### src/rtl/can_bts_pkg.sv
// shared types, constants and timing table for the can bit timing solver
package can_bts_pkg;

    // width of the serial divider operands
    localparam int unsigned DIV_W = 32;
    localparam int unsigned CNT_W = $clog2(DIV_W + 1);

    // rate, quanta and prescaler limits and the reset clock frequency
    localparam logic [31:0] HIGH_RATE_HZ     = 32'd1000000;
    localparam logic [4:0]  QUANTA_HIGH_RATE = 5'd10;
    localparam logic [4:0]  QUANTA_NORMAL    = 5'd17;
    localparam logic [4:0]  QUANTA_MIN       = 5'd3;
    localparam logic [31:0] PRESCALER_MAX    = 32'd1024;
    localparam logic [31:0] CLOCK_RESET_HZ   = 32'd80000000;

    // status word of the serial divider
    typedef struct packed {
        logic              busy;
        logic              done;
        logic [DIV_W-1:0]  quotient;
        logic [DIV_W-1:0]  remainder;
    } div_res_t;

    // segment split for one quanta count
    typedef struct packed {
        logic [4:0] seg1;
        logic [3:0] seg2;
        logic [9:0] sp;
    } seg_split_t;

    // segment split aiming at 87.5 percent, truncated when above 88.0 percent
    function automatic seg_split_t seg_lookup(input logic [4:0] quanta);
        seg_split_t s;
        s = '0;
        unique case (quanta)
            5'd3:    s = '{seg1: 5'd1,  seg2: 4'd1, sp: 10'd666};
            5'd4:    s = '{seg1: 5'd2,  seg2: 4'd1, sp: 10'd750};
            5'd5:    s = '{seg1: 5'd3,  seg2: 4'd1, sp: 10'd800};
            5'd6:    s = '{seg1: 5'd4,  seg2: 4'd1, sp: 10'd833};
            5'd7:    s = '{seg1: 5'd5,  seg2: 4'd1, sp: 10'd857};
            5'd8:    s = '{seg1: 5'd6,  seg2: 4'd1, sp: 10'd875};
            5'd9:    s = '{seg1: 5'd6,  seg2: 4'd2, sp: 10'd777};
            5'd10:   s = '{seg1: 5'd7,  seg2: 4'd2, sp: 10'd800};
            5'd11:   s = '{seg1: 5'd8,  seg2: 4'd2, sp: 10'd818};
            5'd12:   s = '{seg1: 5'd9,  seg2: 4'd2, sp: 10'd833};
            5'd13:   s = '{seg1: 5'd10, seg2: 4'd2, sp: 10'd846};
            5'd14:   s = '{seg1: 5'd11, seg2: 4'd2, sp: 10'd857};
            5'd15:   s = '{seg1: 5'd12, seg2: 4'd2, sp: 10'd866};
            5'd16:   s = '{seg1: 5'd13, seg2: 4'd2, sp: 10'd875};
            5'd17:   s = '{seg1: 5'd13, seg2: 4'd3, sp: 10'd823};
            default: s = '0;
        endcase
        return s;
    endfunction

endpackage

### src/rtl/can_bit_timing_solver.sv
// can bit timing solver: sequencer around one shared serial divider
// a zero rate finishes at once; otherwise one divider pass forms the product,
//   then quanta trials follow until the word is rejected at a trial or the
//   rate check runs, with at most 15 quanta trials
// one word at a time: the next is accepted in the cycle after the result is loaded
// reset: clock_reg returns to 80 MHz, sequencer idle, no result pending
module can_bit_timing_solver (
    input  logic        clk,
    input  logic        rst_n,
    input  logic        cfg_wr_en,
    input  logic [31:0] cfg_wr_data,
    input  logic        in_valid,
    output logic        in_ready,
    input  logic [31:0] bit_rate,
    output logic        out_valid,
    input  logic        out_ready,
    output logic        ok,
    output logic [10:0] prescaler,
    output logic [4:0]  seg1_quanta,
    output logic [3:0]  seg2_quanta,
    output logic [9:0]  sample_point_permille
);
    import can_bts_pkg::*;

    localparam logic [2:0] S_IDLE   = 3'd0;
    localparam logic [2:0] S_PROD   = 3'd1;
    localparam logic [2:0] S_TRIAL  = 3'd2;
    localparam logic [2:0] S_CHECK  = 3'd3;
    localparam logic [2:0] S_FINISH = 3'd4;

    logic [2:0]       state_reg, state_next;
    logic [31:0]      clock_reg;
    logic [31:0]      rate_reg, rate_next;
    logic [31:0]      product_reg, product_next;
    logic [4:0]       quanta_reg, quanta_next;
    logic [10:0]      pre_reg, pre_next;
    logic             res_ok_reg, res_ok_next;
    logic             out_valid_reg;
    logic             out_ok_reg;
    logic [10:0]      out_pre_reg;
    logic [4:0]       out_seg1_reg;
    logic [3:0]       out_seg2_reg;
    logic [9:0]       out_sp_reg;
    logic             div_start;
    logic [DIV_W-1:0] div_dividend;
    logic [DIV_W-1:0] div_divisor;
    div_res_t         div_res;
    seg_split_t       split;
    logic             out_load;

    can_bts_div u_div (
        .clk      (clk),
        .rst_n    (rst_n),
        .start    (div_start),
        .dividend (div_dividend),
        .divisor  (div_divisor),
        .res      (div_res)
    );

    // clock frequency register
    always_ff @(posedge clk or negedge rst_n)
    begin
        if (!rst_n)
            clock_reg <= CLOCK_RESET_HZ;
        else if (cfg_wr_en)
            clock_reg <= cfg_wr_data;
    end

    assign split    = seg_lookup(quanta_reg);
    assign in_ready = (state_reg == S_IDLE);
    assign out_load = (state_reg == S_FINISH) && (!out_valid_reg || out_ready);

    // sequencer
    always_comb
    begin
        state_next   = state_reg;
        rate_next    = rate_reg;
        product_next = product_reg;
        quanta_next  = quanta_reg;
        pre_next     = pre_reg;
        res_ok_next  = res_ok_reg;
        div_start    = 1'b0;
        div_dividend = clock_reg;
        div_divisor  = product_reg;
        unique case (state_reg)
            S_IDLE:
            begin
                if (in_valid)
                begin
                    rate_next   = bit_rate;
                    res_ok_next = 1'b0;
                    quanta_next = (bit_rate >= HIGH_RATE_HZ) ? QUANTA_HIGH_RATE
                                                             : QUANTA_NORMAL;
                    if (bit_rate == '0)
                        state_next = S_FINISH;
                    else
                    begin
                        div_start    = 1'b1;
                        div_dividend = clock_reg;
                        div_divisor  = bit_rate;
                        state_next   = S_PROD;
                    end
                end
            end
            S_PROD:
            begin
                if (div_res.done)
                begin
                    product_next = div_res.quotient;
                    div_start    = 1'b1;
                    div_dividend = div_res.quotient;
                    div_divisor  = DIV_W'(quanta_reg);
                    state_next   = S_TRIAL;
                end
            end
            S_TRIAL:
            begin
                if (div_res.done)
                begin
                    if (div_res.remainder == '0)
                    begin
                        if (div_res.quotient == '0 || div_res.quotient > PRESCALER_MAX)
                            state_next = S_FINISH;
                        else
                        begin
                            pre_next     = div_res.quotient[10:0];
                            div_start    = 1'b1;
                            div_dividend = clock_reg;
                            div_divisor  = product_reg;
                            state_next   = S_CHECK;
                        end
                    end
                    else if (quanta_reg == QUANTA_MIN)
                        state_next = S_FINISH;
                    else
                    begin
                        quanta_next  = quanta_reg - 1'b1;
                        div_start    = 1'b1;
                        div_dividend = product_reg;
                        div_divisor  = DIV_W'(quanta_reg - 1'b1);
                    end
                end
            end
            S_CHECK:
            begin
                if (div_res.done)
                begin
                    res_ok_next = (div_res.quotient == rate_reg);
                    state_next  = S_FINISH;
                end
            end
            S_FINISH:
            begin
                if (out_load)
                    state_next = S_IDLE;
            end
            default:
                state_next = S_IDLE;
        endcase
    end

    // sequencer registers
    always_ff @(posedge clk or negedge rst_n)
    begin
        if (!rst_n)
        begin
            state_reg  <= S_IDLE;
            res_ok_reg <= 1'b0;
        end
        else
        begin
            state_reg  <= state_next;
            res_ok_reg <= res_ok_next;
        end
    end

    always_ff @(posedge clk)
    begin
        rate_reg    <= rate_next;
        product_reg <= product_next;
        quanta_reg  <= quanta_next;
        pre_reg     <= pre_next;
    end

    // output word register
    always_ff @(posedge clk or negedge rst_n)
    begin
        if (!rst_n)
            out_valid_reg <= 1'b0;
        else if (out_load)
            out_valid_reg <= 1'b1;
        else if (out_ready)
            out_valid_reg <= 1'b0;
    end

    always_ff @(posedge clk)
    begin
        if (out_load)
        begin
            out_ok_reg   <= res_ok_reg;
            out_pre_reg  <= res_ok_reg ? pre_reg : '0;
            out_seg1_reg <= res_ok_reg ? split.seg1 : '0;
            out_seg2_reg <= res_ok_reg ? split.seg2 : '0;
            out_sp_reg   <= res_ok_reg ? split.sp : '0;
        end
    end

    assign out_valid             = out_valid_reg;
    assign ok                    = out_ok_reg;
    assign prescaler             = out_pre_reg;
    assign seg1_quanta           = out_seg1_reg;
    assign seg2_quanta           = out_seg2_reg;
    assign sample_point_permille = out_sp_reg;

endmodule

### src/rtl/can_bts_div.sv
// restoring serial divider, one quotient bit per cycle
module can_bts_div (
    input  logic                               clk,
    input  logic                               rst_n,
    input  logic                               start,
    input  logic [can_bts_pkg::DIV_W-1:0]      dividend,
    input  logic [can_bts_pkg::DIV_W-1:0]      divisor,
    output can_bts_pkg::div_res_t              res
);
    import can_bts_pkg::*;

    logic [DIV_W-1:0] rem_reg, rem_next;
    logic [DIV_W-1:0] quo_reg, quo_next;
    logic [DIV_W-1:0] dvs_reg;
    logic [CNT_W-1:0] cnt_reg;
    logic             busy_reg;
    logic             done_reg;
    logic [DIV_W:0]   shifted;
    logic [DIV_W:0]   diff;

    // one trial subtraction
    always_comb
    begin
        shifted = {rem_reg, quo_reg[DIV_W-1]};
        diff    = shifted - {1'b0, dvs_reg};
        if (!diff[DIV_W])
        begin
            rem_next = diff[DIV_W-1:0];
            quo_next = {quo_reg[DIV_W-2:0], 1'b1};
        end
        else
        begin
            rem_next = shifted[DIV_W-1:0];
            quo_next = {quo_reg[DIV_W-2:0], 1'b0};
        end
    end

    // control
    always_ff @(posedge clk or negedge rst_n)
    begin
        if (!rst_n)
        begin
            busy_reg <= 1'b0;
            done_reg <= 1'b0;
            cnt_reg  <= '0;
        end
        else
        begin
            done_reg <= 1'b0;
            if (start)
            begin
                busy_reg <= 1'b1;
                cnt_reg  <= CNT_W'(DIV_W);
            end
            else if (busy_reg)
            begin
                cnt_reg <= cnt_reg - 1'b1;
                if (cnt_reg == CNT_W'(1))
                begin
                    busy_reg <= 1'b0;
                    done_reg <= 1'b1;
                end
            end
        end
    end

    // datapath
    always_ff @(posedge clk)
    begin
        if (start)
        begin
            rem_reg <= '0;
            quo_reg <= dividend;
            dvs_reg <= divisor;
        end
        else if (busy_reg)
        begin
            rem_reg <= rem_next;
            quo_reg <= quo_next;
        end
    end

    assign res.busy      = busy_reg;
    assign res.done      = done_reg;
    assign res.quotient  = quo_reg;
    assign res.remainder = rem_reg;

endmodule

### config.mk
export PLATFORM = sky130hd
export DESIGN_NAME = can_bit_timing_solver
export DESIGN_NICKNAME = d
export VERILOG_FILES = /design/src/rtl/can_bts_pkg.sv /design/src/rtl/can_bit_timing_solver.sv /design/src/rtl/can_bts_div.sv
export SDC_FILE = /design/constraint.sdc
export NUM_CORES = 1
export LEC_CHECK = 0
export BUFFER_PORTS_ARGS = -buffer_cell sky130_fd_sc_hd__buf_4
export CORE_MARGIN = 2
export CORE_UTILIZATION = 40
export DETAILED_ROUTE_END_ITERATION = 8
export PLACE_DENSITY = 0.64
export SLEW_MARGIN = 30
export SYNTH_ARGS = -nofsm -noshare
export SYNTH_HDL_FRONTEND = slang
export SYNTH_SLANG_ARGS = --single-unit
### constraint.sdc
create_clock -name clk -period 6.31 [get_ports clk]
set_clock_uncertainty 0.15 [all_clocks]
set_input_delay 1.262 -clock clk [delete_from_list [all_inputs] [get_ports clk]]
set_output_delay 1.262 -clock clk [all_outputs]
set_load 0.02 [all_outputs]
### Yosys cells after proc, flatten, opt, wreduce, memory -nomap -nowiden

Memory sizes are Yosys's and may differ from the RTL's. A register that Yosys moved wholly into a read port is not among the register bits.
Cells that the tools add are included.

| word-level totals | value |
|---|---|
| register bits | 242 |
| memory bits (read-only) | 512 |
| input bits | 69 |
| output and inout port bits | 33 |
| logic and storage cells | 115 |
| memories | 1 |

Memories:

| memory | words | width | rd ports | clocked after Yosys merged registers in | write ports | RTL line | text |
|---|---|---|---|---|---|---|---|
| (no name shown) | 32 | 16 | 1 | 1 | 0 | can_bts_pkg.sv:35 | `unique case (quanta)` |

| operators by class | value |
|---|---|
| $add $sub $neg | 4 |
| magnitude comparators | 2 |
| equality and inequality tests | 16 |
| multiplexer cells | 53 |
| bitwise gates (word level) | 1 |
| reductions and logical operators | 20 |

Operators with widths:

| operator | count |
|---|---|
| 2-to-1 mux 32 bit | 13 |
| logical NOT 32 bit | 3 |
| case mux 32 bit (3 select lines) | 1 |
| case mux 32 bit (2 select lines) | 1 |
| subtractor 33 x 32 -> 33 bit | 1 |
| equality test 32 bit | 1 |
| greater-or-equal comparator 32 x 20 -> 1 bit, second input constant | 1 |
| > comparator 32 x 11 -> 1 bit, second input constant | 1 |
| 2-to-1 mux 3 bit | 9 |
| 2-to-1 mux 5 bit | 5 |
| 2-to-1 mux 1 bit | 18 |
| case mux 3 bit (5 select lines) | 1 |
| 2-to-1 mux 6 bit | 2 |
| case mux 5 bit (2 select lines) | 1 |
| != test 2 bit, second input constant | 4 |
| nonzero test 2 bit | 4 |
| equality test 3 x 2 -> 1 bit, second input constant | 2 |
| equality test 6 x 1 -> 1 bit, second input constant | 1 |
| != test 2 x 1 -> 1 bit, second input constant | 3 |
| != test 3 bit, second input constant | 2 |
| AND reduction 2 bit | 3 |
| AND reduction 6 bit | 1 |
| subtractor 5 x 1 -> 6 bit, second input constant | 1 |
| subtractor 6 x 1 -> 6 bit, second input constant | 1 |
| other kinds (14) | 16 |

### Longest topological paths before layout

Gate-level depths: netlist (run 1).

| depth | value |
|---|---|
| word-level depth | 8 |
| depth in mapped cells | 14 |
| mapped depth without buffers | 11 |

### By module

From an unflattened synthesis (run 1), not the netlist that was laid out.

| unflattened totals | value |
|---|---|
| cells, all modules | 1,194 |
| area, all modules | 13,394.1 um2 |

By module, submodules not included:

| module | times used | cells an instance | area an instance (um2) | sequential area each (um2) |
|---|---|---|---|---|
| can_bit_timing_solver | 1 | 583 | 7,344.5 | 4,179.0 |
| can_bts_div | 1 | 611 | 6,049.6 | 2,762.6 |

### Worst setup path after synthesis (run 1)

OpenSTA, ideal clock, no wires.

| timing | value |
|---|---|
| path type | input to register |
| from | input port in_valid |
| to | register u_div.quo_reg[0] (enable) |
| library setup time | 432 ps |
| arrival | 4,610 ps |
| data required time | 5,728 ps |
| path slack | 1,118 ps |
| cell stages on the path | 5 |
| buffers on the path | 1 |
| cell sequence | and2_0 > nand2_1 > o2111a_1 > clkbuf_1 > a21oi_1 |

| between the ends | value |
|---|---|
| cells in the longest elaborated chain, start to end | 4 |
| elaborated cells on any way between the ends | 5 |
| classes of those cells | eq/ne: 1; mux: 2; reduce/logical: 2 |

RTL lines:

| item | RTL line | text |
|---|---|---|
| start: declaration | can_bit_timing_solver.sv:12 | `input logic in_valid,` |
| 2-to-1 mux 1 bit (*) | can_bit_timing_solver.sv:88 | `if (in_valid)` |
| case mux 1 bit (3 select lines) (*) | can_bit_timing_solver.sv:85 | `unique case (state_reg)` |
| != test 3 bit (no line) or nonzero test 2 bit (tied branches) | n/a |  |
| AND reduction 2 bit (no line) (*) | n/a |  |
| end signal: assignment | can_bts_div.sv:73 | `quo_reg <= dividend;` |
| end signal: assignment | can_bts_div.sv:79 | `quo_reg <= quo_next;` |
| end: declaration | can_bts_div.sv:13 | `logic [DIV_W-1:0] quo_reg, quo_next;` |

Mark *: on every way between the ends. The rest lies on a longest branch, timed or not.
A chain may end at the register's enable or synchronous reset.

### Worst setup path after layout (run 1)

| timing | value |
|---|---|
| from | register u_div.quo_reg[31] |
| to | register u_div.rem_reg[13] |

| between the ends | value |
|---|---|
| cells in the longest elaborated chain, start to end | 6 |
| elaborated cells on any way between the ends | 9 |
| classes of those cells | add/sub: 1; order compare: 1; mux: 5; reduce/logical: 2 |

RTL lines:

| item | RTL line | text |
|---|---|---|
| > comparator 32 x 11 -> 1 bit or logical NOT 32 bit (tied branches) | can_bit_timing_solver.sv:122 | `if (div_res.quotient == '0 \|\| div_res.quotient > PRESCALER_MAX)` |
| logical OR 1 bit | can_bit_timing_solver.sv:122 |  |
| 2-to-1 mux 1 bit | can_bit_timing_solver.sv:122 |  |
| 2-to-1 mux 1 bit | can_bit_timing_solver.sv:120 | `if (div_res.remainder == '0)` |
| 2-to-1 mux 1 bit | can_bit_timing_solver.sv:118 | `if (div_res.done)` |
| case mux 1 bit (3 select lines) | can_bit_timing_solver.sv:85 |  |
| end signal: assignment | can_bts_div.sv:78 | `rem_reg <= rem_next;` |
| end: declaration | can_bts_div.sv:12 | `logic [DIV_W-1:0] rem_reg, rem_next;` |

Several ways; a longest one is shown, not always the timed one.

==> results_tabular.tex, run 1 <==
\begin{tabular}{lr}
\hline
Metric & Value \\
\hline
\multicolumn{2}{l}{\textbf{Status}} \\
Run status & finished clean \\
\multicolumn{2}{l}{\textbf{Clocking}} \\
Post-cts repair resize count & 0 \\
Clock buffers created by TritonCTS & 28 \\
Count of H-tree levels built during CTS & 1 \\
Clock tree buffer depth & 3 \\
Master cell of the clock root buffer & clkbuf\_16 \\
Sinks on Clock Net & 249 \\
Clock latency on the worst-skew pair & 0.54 ns \\
Post-CTS Setup Bufs & 0 \\
Hold-fix buffers at CTS & 0 \\
Clock tree from TritonCTS & built \\
Clock transition at the registers of the reported paths & $\sim$0.06 ns \\
\multicolumn{2}{l}{\textbf{GRT}} \\
First-pass GRT wire length & 56,750 um \\
Total grt overflow & 0 \\
Overall Global Routing Usage & 20.15\% \\
Antenna violations before repair & 0 \\
Largest net degree at the start of global routing & 105 \\
Via count of the first global-routing pass & 10,030 \\
\multicolumn{2}{l}{\textbf{Floorplan}} \\
Floorplan die width & 187.9 um \\
Number of ports placed on the die boundary & 102 \\
Height of the chip & about 190 um \\
Row count & 67 \\
Total Die Area & 35,300 um\^{}2 \\
Starting density of the core & 40.43\% \\
Core area & 33,450 um\^{}2 \\
\multicolumn{2}{l}{\textbf{Layout}} \\
Final layout net count & 1,511 \\
Post-Layout Cell Count & 1,867 \\
Storage element area & 6943 um\^{}2 \\
Number of fillers in the final layout & 3,114 \\
Share of cells above drive strength 1 & 15.43\% \\
Count of inserted antenna diode cells & 0 \\
Final instance area & 15,640 um\^{}2 \\
Area of combinational cells with multiple inputs & 6087 um\^{}2 \\
Post-synthesis to final-layout area growth & 15.61\% \\
\multicolumn{2}{l}{\textbf{Critical path}} \\
Critical Path, Cell by Cell & inv\_1 > ha\_1 > fa\_1 > nand2b\_1 > a21oi\_1 > o31ai\_1 > o211ai\_1 > a2111oi\_0 > a311o\_2 > buf\_4 > or2\_2 > o211a\_1 \\
Slack of the worst reg-to-reg path & $\sim$2.0 ns \\
Data arrival time at the worst-slack endpoint & 4.57 ns \\
Buf/Inv on CP & 2 \\
Largest delay share family, worst path & compound AO/OA/AOI/OAI gates \\
Critical Path Slowest Stage Cell & a311o\_2 \\
Required time of the critical path & 6.60 ns \\
Crit Path Class & reg2reg \\
Top fanout value on the critical path & 25 \\
Max incr delay on CP & roughly 0.58 ns \\
Nature of the critical path startpoint & flop \\
Setup crit end kind & flop \\
\multicolumn{2}{l}{\textbf{Timing}} \\
Timing-limited maximum frequency & 0.2336 GHz \\
Max-slew headroom at the worst pin & a little under two fifths \\
Worst hold slack & 0.3575 ns \\
Final Max Slew Viols & 0 \\
Number of hold violations in the final report & 0 \\
RSZ-0062 raised after global routing & false \\
Final TNS setup & 0 ns \\
Slew at the pin closest to its max-slew limit & 0.9360 ns \\
Final setup violation count & 0 \\
Min cycle time layout & 4.280 ns \\
Portion of the clock cycle consumed by the worst path in the final layout & 67.84\% \\
Post-route setup slack & 2.030 ns \\
\multicolumn{2}{l}{\textbf{Drt}} \\
Detailed-route wire length per cell & $\sim$19 um \\
Post-detailed-route count of antenna-violating nets & 0 \\
Vias per cell & roughly 5.6 \\
Drt first pass iters & 5 \\
Iteration-0 DRC count of the detailed router & 1,015 \\
Via count & 10,440 \\
Routed wire length & 35,500 um \\
Remaining DRCs & 0 \\
\multicolumn{2}{l}{\textbf{Logic synthesis}} \\
Number of enable flip-flop cells after synthesis & 172 \\
Post-synthesis area per instance & roughly 10 um\^{}2 \\
Area of the mapped netlist & roughly 14,000 um\^{}2 \\
Cell type contributing the most total cell area after synthesis & edfxtp\_1 \\
Number of flip-flops and latches in the synthesized netlist & 249 \\
Syn. warnings & 0 \\
Share of synthesized registers carrying an async set or reset & a little under a fifth \\
Cell types occupying the most area after synthesis & edfxtp\_1 (38\%), dfrtp\_1 (6.8\%), dfxtp\_1 (4.7\%), nand2\_1 (4.2\%), ha\_1 (4.1\%) \\
Post-synthesis cell count & 1,331 \\
Most frequent cell after synthesis & edfxtp\_1 \\
Proportion of netlist area held by the largest area contributor & 38.19\% \\
Prevailing post-synth register cell & edfxtp\_1 \\
Top cell types by occurrence after synthesis & edfxtp\_1 (172), nand2\_1 (153), nor2\_1 (136), o21ai\_0 (79), a21oi\_1 (70) \\
Unique masters post-synth & 73 \\
Part of the Yosys area used for sequential elements & 51.33\% \\
\multicolumn{2}{l}{\textbf{Pwr}} \\
Leakage & 6.302 nW \\
Pwr dens & 500.6 nW/um\^{}2 \\
Max IR drop VDD & 0.0002294 V \\
\multicolumn{2}{l}{\textbf{Placed design}} \\
Global placement routability congestion & 0.9314 \\
Number of buffers inserted by port buffering & 98 \\
Setup WS pre-CTS & 1.787 ns \\
Placed cell count & about 1,800 \\
DP HPWL & 25,510 um \\
Placed instance area & roughly 15,000 um\^{}2 \\
\multicolumn{2}{l}{\textbf{Job}} \\
Number of violations of the max-capacitance limit & 0 \\
\multicolumn{2}{l}{\textbf{Hold path}} \\
Hold crit path type & reg2reg \\
\hline
\end{tabular}
==> cells in the final DEF (no fill, tap or decap), drive strengths merged, types with 15 or more instances in the layout <==
cell	Yosys	final
clkbuf	56	39
inv	52	52
dfrtp	37	37
o21ai	79	79
nor2	136	136
xnor2	52	52
nand2	153	153
dfxtp	32	32
nor4	25	25
and2	17	17
mux2	34	34
xor2	15	15
edfxtp	172	172
a21oi	70	70
buf	22	112
a21o	26	26
mux2i	45	45
nor3	17	17
nand3	21	21
nand4	18	18
ha	44	44
a31oi	43	43
o31ai	29	29
==> cell families (layout without fill, tap and decap cells) <==
| logic type | after synthesis | in the layout | synth area share [%] |
|---|---|---|---|
| buf+inv | 132 | 218 | 3.950 |
| other cells | 1 | 3 | 0.02773 |
| mux | 79 | 79 | 6.189 |
| fa+ha+maj | 45 | 45 | 4.219 |
| flops | 249 | 249 | 51.33 |
| compound gates | 318 | 318 | 15.02 |
| xor+xnor | 67 | 67 | 4.339 |
| simple gates | 440 | 440 | 14.93 |
==> power breakdown <==
part	internal (mW)	switching, mW
logic	1.37	1.98
registers	2.33	0.431
clock network	1.05	0.668
==> path summary, 6_finish.rpt <==
check                      depth (start not counted)                   startpoint                        endpoint
setup / recovery                                  12  u_div.quo_reg[31]$_DFFE_PP_  u_div.rem_reg[13]$_SDFFE_PN0P_
hold / removal                                     1     clock_reg[6]$_DFFE_PN0P_        clock_reg[6]$_DFFE_PN0P_
setup reg to reg                                  12  u_div.quo_reg[31]$_DFFE_PP_  u_div.rem_reg[13]$_SDFFE_PN0P_
hold reg to reg                                    1     clock_reg[6]$_DFFE_PN0P_        clock_reg[6]$_DFFE_PN0P_
max in group asynchronous                          1                        rst_n        u_div.busy_reg$_DFF_PN0_
min in group asynchronous                          1                        rst_n       clock_reg[27]$_DFFE_PN0P_
==> per-layer routing <==
layer / GRT usage [%] / up-vias / share of wire [%]
met2: 31.07 / 402 / 45
met1: 28.85 / 4974 / 45
met3: 2.770 / 65 / 7.1
met5: 0 / - / 0
met4: 7.662 / 0 / 3.5
li1: - / 4995 / -
==> metrics by stage <==
stage / utilization (%) / power (mW)
3_5_place_dp: 43.79 / 6.098
2_1_floorplan: - / 5.205
6_report: 46.74 / 7.828
3_3_place_gp: 43.79 / 6.027
5_1_grt: 46.74 / 8.351
4_1_cts: 46.74 / 7.830
==> cell type report <==
type                       count  share of cell area, %
clock inverter                13                 0.9123
tap                          448                  3.585
clock buffer                  39                  5.402
inverter                      54                  1.304
multi-input combinational    952                  38.93
sequential                   249                  44.41
timing repair buffer         112                  5.458
No activity file was read; power rests on OpenSTA's default activity.
==> run 2: changes to the inputs <==
ABC_AREA = 1   (was default)
clock period = 4 ns   (was 6.31 ns; I/O delays follow)
==> results_tabular.tex, run 2 <==
\begin{tabular}{lr}
\hline
Metric & Value \\
\hline
\multicolumn{2}{l}{\textbf{Logic synthesis}} \\
Most frequent cell after synthesis & nand2\_1 \\
Post-synthesis area per instance & 7.468 um\^{}2 (-26\%) \\
Unique masters post-synth & 46 (-37\%) \\
Multiplexer fraction of the synthesized cell area & 0.2163\% (-6.0 points) \\
Number of flip-flops and latches in the synthesized netlist & 249 (unchanged) \\
Cell type contributing the most total cell area after synthesis & edfxtp\_1 \\
Syn. warnings & 0 (unchanged) \\
Prevailing post-synth register cell & edfxtp\_1 \\
Synthesized-area fraction occupied by ao, oa, aoi and oai cells & 9.743\% (-5.3 points) \\
Top cell types by occurrence after synthesis & nand2\_1 (664), inv\_1 (318), nand3\_1 (175), edfxtp\_1 (172), o21ai\_0 (156) \\
Part of the Yosys area used for sequential elements & 44.45\% (-6.9 points) \\
Proportion of netlist area held by the largest area contributor & 33.07\% (-5.1 points) \\
XOR/XNOR Fraction of Synth Area & 2.243\% (-2.1 points) \\
Share of synthesized registers carrying an async set or reset & 18.07\% (unchanged) \\
Adder-cell area share of the yosys netlist & 3.654\% (-0.57 points) \\
Cell types occupying the most area after synthesis & edfxtp\_1 (33\%), nand2\_1 (16\%), inv\_1 (7.6\%), dfrtp\_1 (5.9\%), nand3\_1 (5.6\%) \\
Share of synthesized cell area in and, or, nand and nor gates & 29.32\% (+14 points) \\
Number of enable flip-flop cells after synthesis & 172 (unchanged) \\
Post-synthesis cell count & 2,091 (+57\%) \\
Area of the mapped netlist & 15,620 um\^{}2 (+15\%) \\
Largest family of logic cells by synthesized area & simple AND/OR/NAND/NOR gates \\
\multicolumn{2}{l}{\textbf{Pwr}} \\
Leakage & 8.272 nW (+31\%) \\
Fraction of power consumed by sequential logic & 30.6\% (-4.7 points) \\
Part of the power in the clock network & 17.9\% (-4.1 points) \\
Sw frac & 45.73\% (+6.4 points) \\
Switching pwr & 6.717 mW (+120\%) \\
Pwr dens & 828.0 nW/um\^{}2 (+65\%) \\
Share of total power in combinational logic & 51.6\% (+8.8 points) \\
Internal cell power & 7.971 mW (+68\%) \\
Sum of internal, switching and leakage power & 14.69 mW (+88\%) \\
Max IR drop VDD & 0.0005073 V (+120\%) \\
\multicolumn{2}{l}{\textbf{Layout}} \\
Final layout net count & 2,277 (+51\%) \\
Share of cells above drive strength 1 & 9.253\% (-6.2 points) \\
Most frequent cells in the layout & nand2\_1 (664), inv\_1 (318), nand3\_1 (175), edfxtp\_1 (172), o21ai\_0 (155) \\
Number of fillers in the final layout & 3,881 (+25\%) \\
Post-synthesis to final-layout area growth & 13.59\% \\
Count of inserted antenna diode cells & 0 (unchanged) \\
Commonest non-fill, non-tap cell in the layout & nand2\_1 \\
\multicolumn{2}{l}{\textbf{Drt}} \\
Drt first pass iters & 8 (+3) \\
Via count & 14,050 (+35\%) \\
Vias per cell & 5.201 (-7.0\%) \\
Routed wire length & 45,360 um (+28\%) \\
Detailed-route wire length per cell & 16.79 um (-12\%) \\
Iteration-0 DRC count of the detailed router & 1,308 (+29\%) \\
Post-detailed-route count of antenna-violating nets & 0 (unchanged) \\
Remaining DRCs & 0 (unchanged) \\
\multicolumn{2}{l}{\textbf{Status}} \\
Run status & finished clean \\
\multicolumn{2}{l}{\textbf{Critical path}} \\
Setup crit end kind & output pin \\
Crit Path Class & reg2out \\
Data arrival time at the worst-slack endpoint & 2.55 ns (-2.02 ns) \\
Nature of the critical path startpoint & flop \\
Required time of the critical path & 3.05 ns (-3.55 ns) \\
Top fanout value on the critical path & 12 (-52\%) \\
\multicolumn{2}{l}{\textbf{Timing}} \\
Slew at the pin closest to its max-slew limit & 0.9527 ns (+0.01675 ns) \\
Number of hold violations in the final report & 0 (unchanged) \\
Final Max Slew Viols & 0 (unchanged) \\
Timing-limited maximum frequency & between 0.2 and 0.3 GHz \\
Final TNS setup & 0 ns (unchanged) \\
RSZ-0062 raised after global routing & false \\
Min cycle time layout & 3.505 ns \\
Portion of the clock cycle consumed by the worst path in the final layout & $\sim$90\% \\
Final setup violation count & 0 (unchanged) \\
Max-slew headroom at the worst pin & 36.42\% (-1.0 points) \\
\multicolumn{2}{l}{\textbf{Clocking}} \\
Clock buffers created by TritonCTS & 26 (-7.1\%) \\
Clock tree from TritonCTS & built \\
Count of H-tree levels built during CTS & 1 (unchanged) \\
Clock latency on the worst-skew pair & 0.55 ns (about the same) \\
Post-cts repair resize count & 0 (unchanged) \\
Clock tree buffer depth & 3 (unchanged) \\
Master cell of the clock root buffer & clkbuf\_16 \\
Clock transition at the registers of the reported paths & 0.06 ns (about the same) \\
Sinks on Clock Net & 249 (unchanged) \\
Post-CTS Setup Bufs & 0 (unchanged) \\
Hold-fix buffers at CTS & 0 (unchanged) \\
\multicolumn{2}{l}{\textbf{Placed design}} \\
Global placement routability congestion & 0.8908 (-4.4\%) \\
DP HPWL & 33,400 um (+31\%) \\
Number of buffers inserted by port buffering & 98 (unchanged) \\
\multicolumn{2}{l}{\textbf{GRT}} \\
Antenna violations before repair & 0 (unchanged) \\
Overall Global Routing Usage & 22.07\% (+1.9 points) \\
First-pass GRT wire length & 71,950 um (+27\%) \\
Via count of the first global-routing pass & 13,140 (+31\%) \\
Total grt overflow & 0 (unchanged) \\
Largest net degree at the start of global routing & 66 (-37\%) \\
\multicolumn{2}{l}{\textbf{Floorplan}} \\
Row count & 72 (+7.5\%) \\
Height of the chip & 201.6 um (+7.3\%) \\
Starting density of the core & 40.50\% (+0.069 points) \\
Total Die Area & 40,640 um\^{}2 (+15\%) \\
Floorplan die width & 201.6 um (+7.3\%) \\
Core area & 38,560 um\^{}2 (+15\%) \\
Number of ports placed on the die boundary & 102 (unchanged) \\
\multicolumn{2}{l}{\textbf{Job}} \\
Number of violations of the max-capacitance limit & 0 (unchanged) \\
\multicolumn{2}{l}{\textbf{Hold path}} \\
Hold crit path type & in2async \\
\hline
\end{tabular}
-- run 2: cell families (layout without fill, tap and decap cells) --
group | Yosys count | count (layout)
flops | 249 | 249
mux | 3 | 3
compound gates | 270 | 270
simple gates | 1081 | 1081
other cells | 1 | 3
xor+xnor | 40 | 40
fa+ha+maj | 45 | 45
buf+inv | 402 | 492
-- run 2: cell type report --
cell class              count  area (um^2)  share of cell area [%]
clock buffers              35        758.2                   4.275
clock inverters            13        170.2                  0.9593
inverters                 323         1212                   6.835
multi-input cells        1442         7087                   39.95
flip-flops and latches    249         6942                   39.13
well taps                 518        648.1                   3.654
repair buffers            121        920.9                   5.191
-- run 2: critical path: stages (launching register included) --
cell and delay [ns]:
dfrtp_1 0.38, inv_1 0.10, nand2_1 0.45, clkinv_1 0.56, buf_4 0.35, buf_4 0.17
-- run 2: power groups by stage --
stage	combinational (mW)	sequential (mW)	clock, mW
final	7.57	4.49	2.62
after CTS	7.51	4.49	2.66
after global placement	7.40	4.51	0
after global routing	8.49	4.59	2.76
after detailed placement	7.47	4.52	0
after floorplan	5.41	4.39	0
-- run 2: final timing paths --
path,to,depth (start not counted),slack [ns],startpoint
max,in_ready,5,0.50,state_reg[0]$_DFFE_PN0P_
min,clock_reg[30]$_DFFE_PN0P_,1,0.12,rst_n
max reg2reg,u_div.rem_reg[19]$_SDFFE_PN0P_,17,0.77,u_div.quo_reg[31]$_DFFE_PP_
min reg2reg,product_reg[13]$_DFFE_PP_,0,0.33,u_div.quo_reg[13]$_DFFE_PP_
max in group asynchronous,res_ok_reg$_DFFE_PN0P_,1,3.12,rst_n
min in group clk,rate_reg[26]$_DFFE_PP_,1,0.30,bit_rate[26]
-- run 2: per-layer routing --
metal,wire length [um],GRT usage [%],up-vias
met2,20910,36.45,499
li1,-,-,6920
met3,2745,2.041,69
met4,1108,6.434,0
met1,20590,30.88,6560
met5,0,0,-
-- run 2: metrics by stage --
step	cell area, um^2	hold WS [ns]	worst slack (ns)	util, %	cells
finish	17740	0.1241	0.4950	46.01	2701
global route	17740	0.1527	0.3991	46.01	2701
CTS	17740	0.1353	0.5427	46.01	2701
detailed placement	16810	0.3242	0.6830	43.60	2653
global placement	16810	0.3103	0.6649	43.60	2653
floorplan	15630	0.3007	0.01168	-	2093
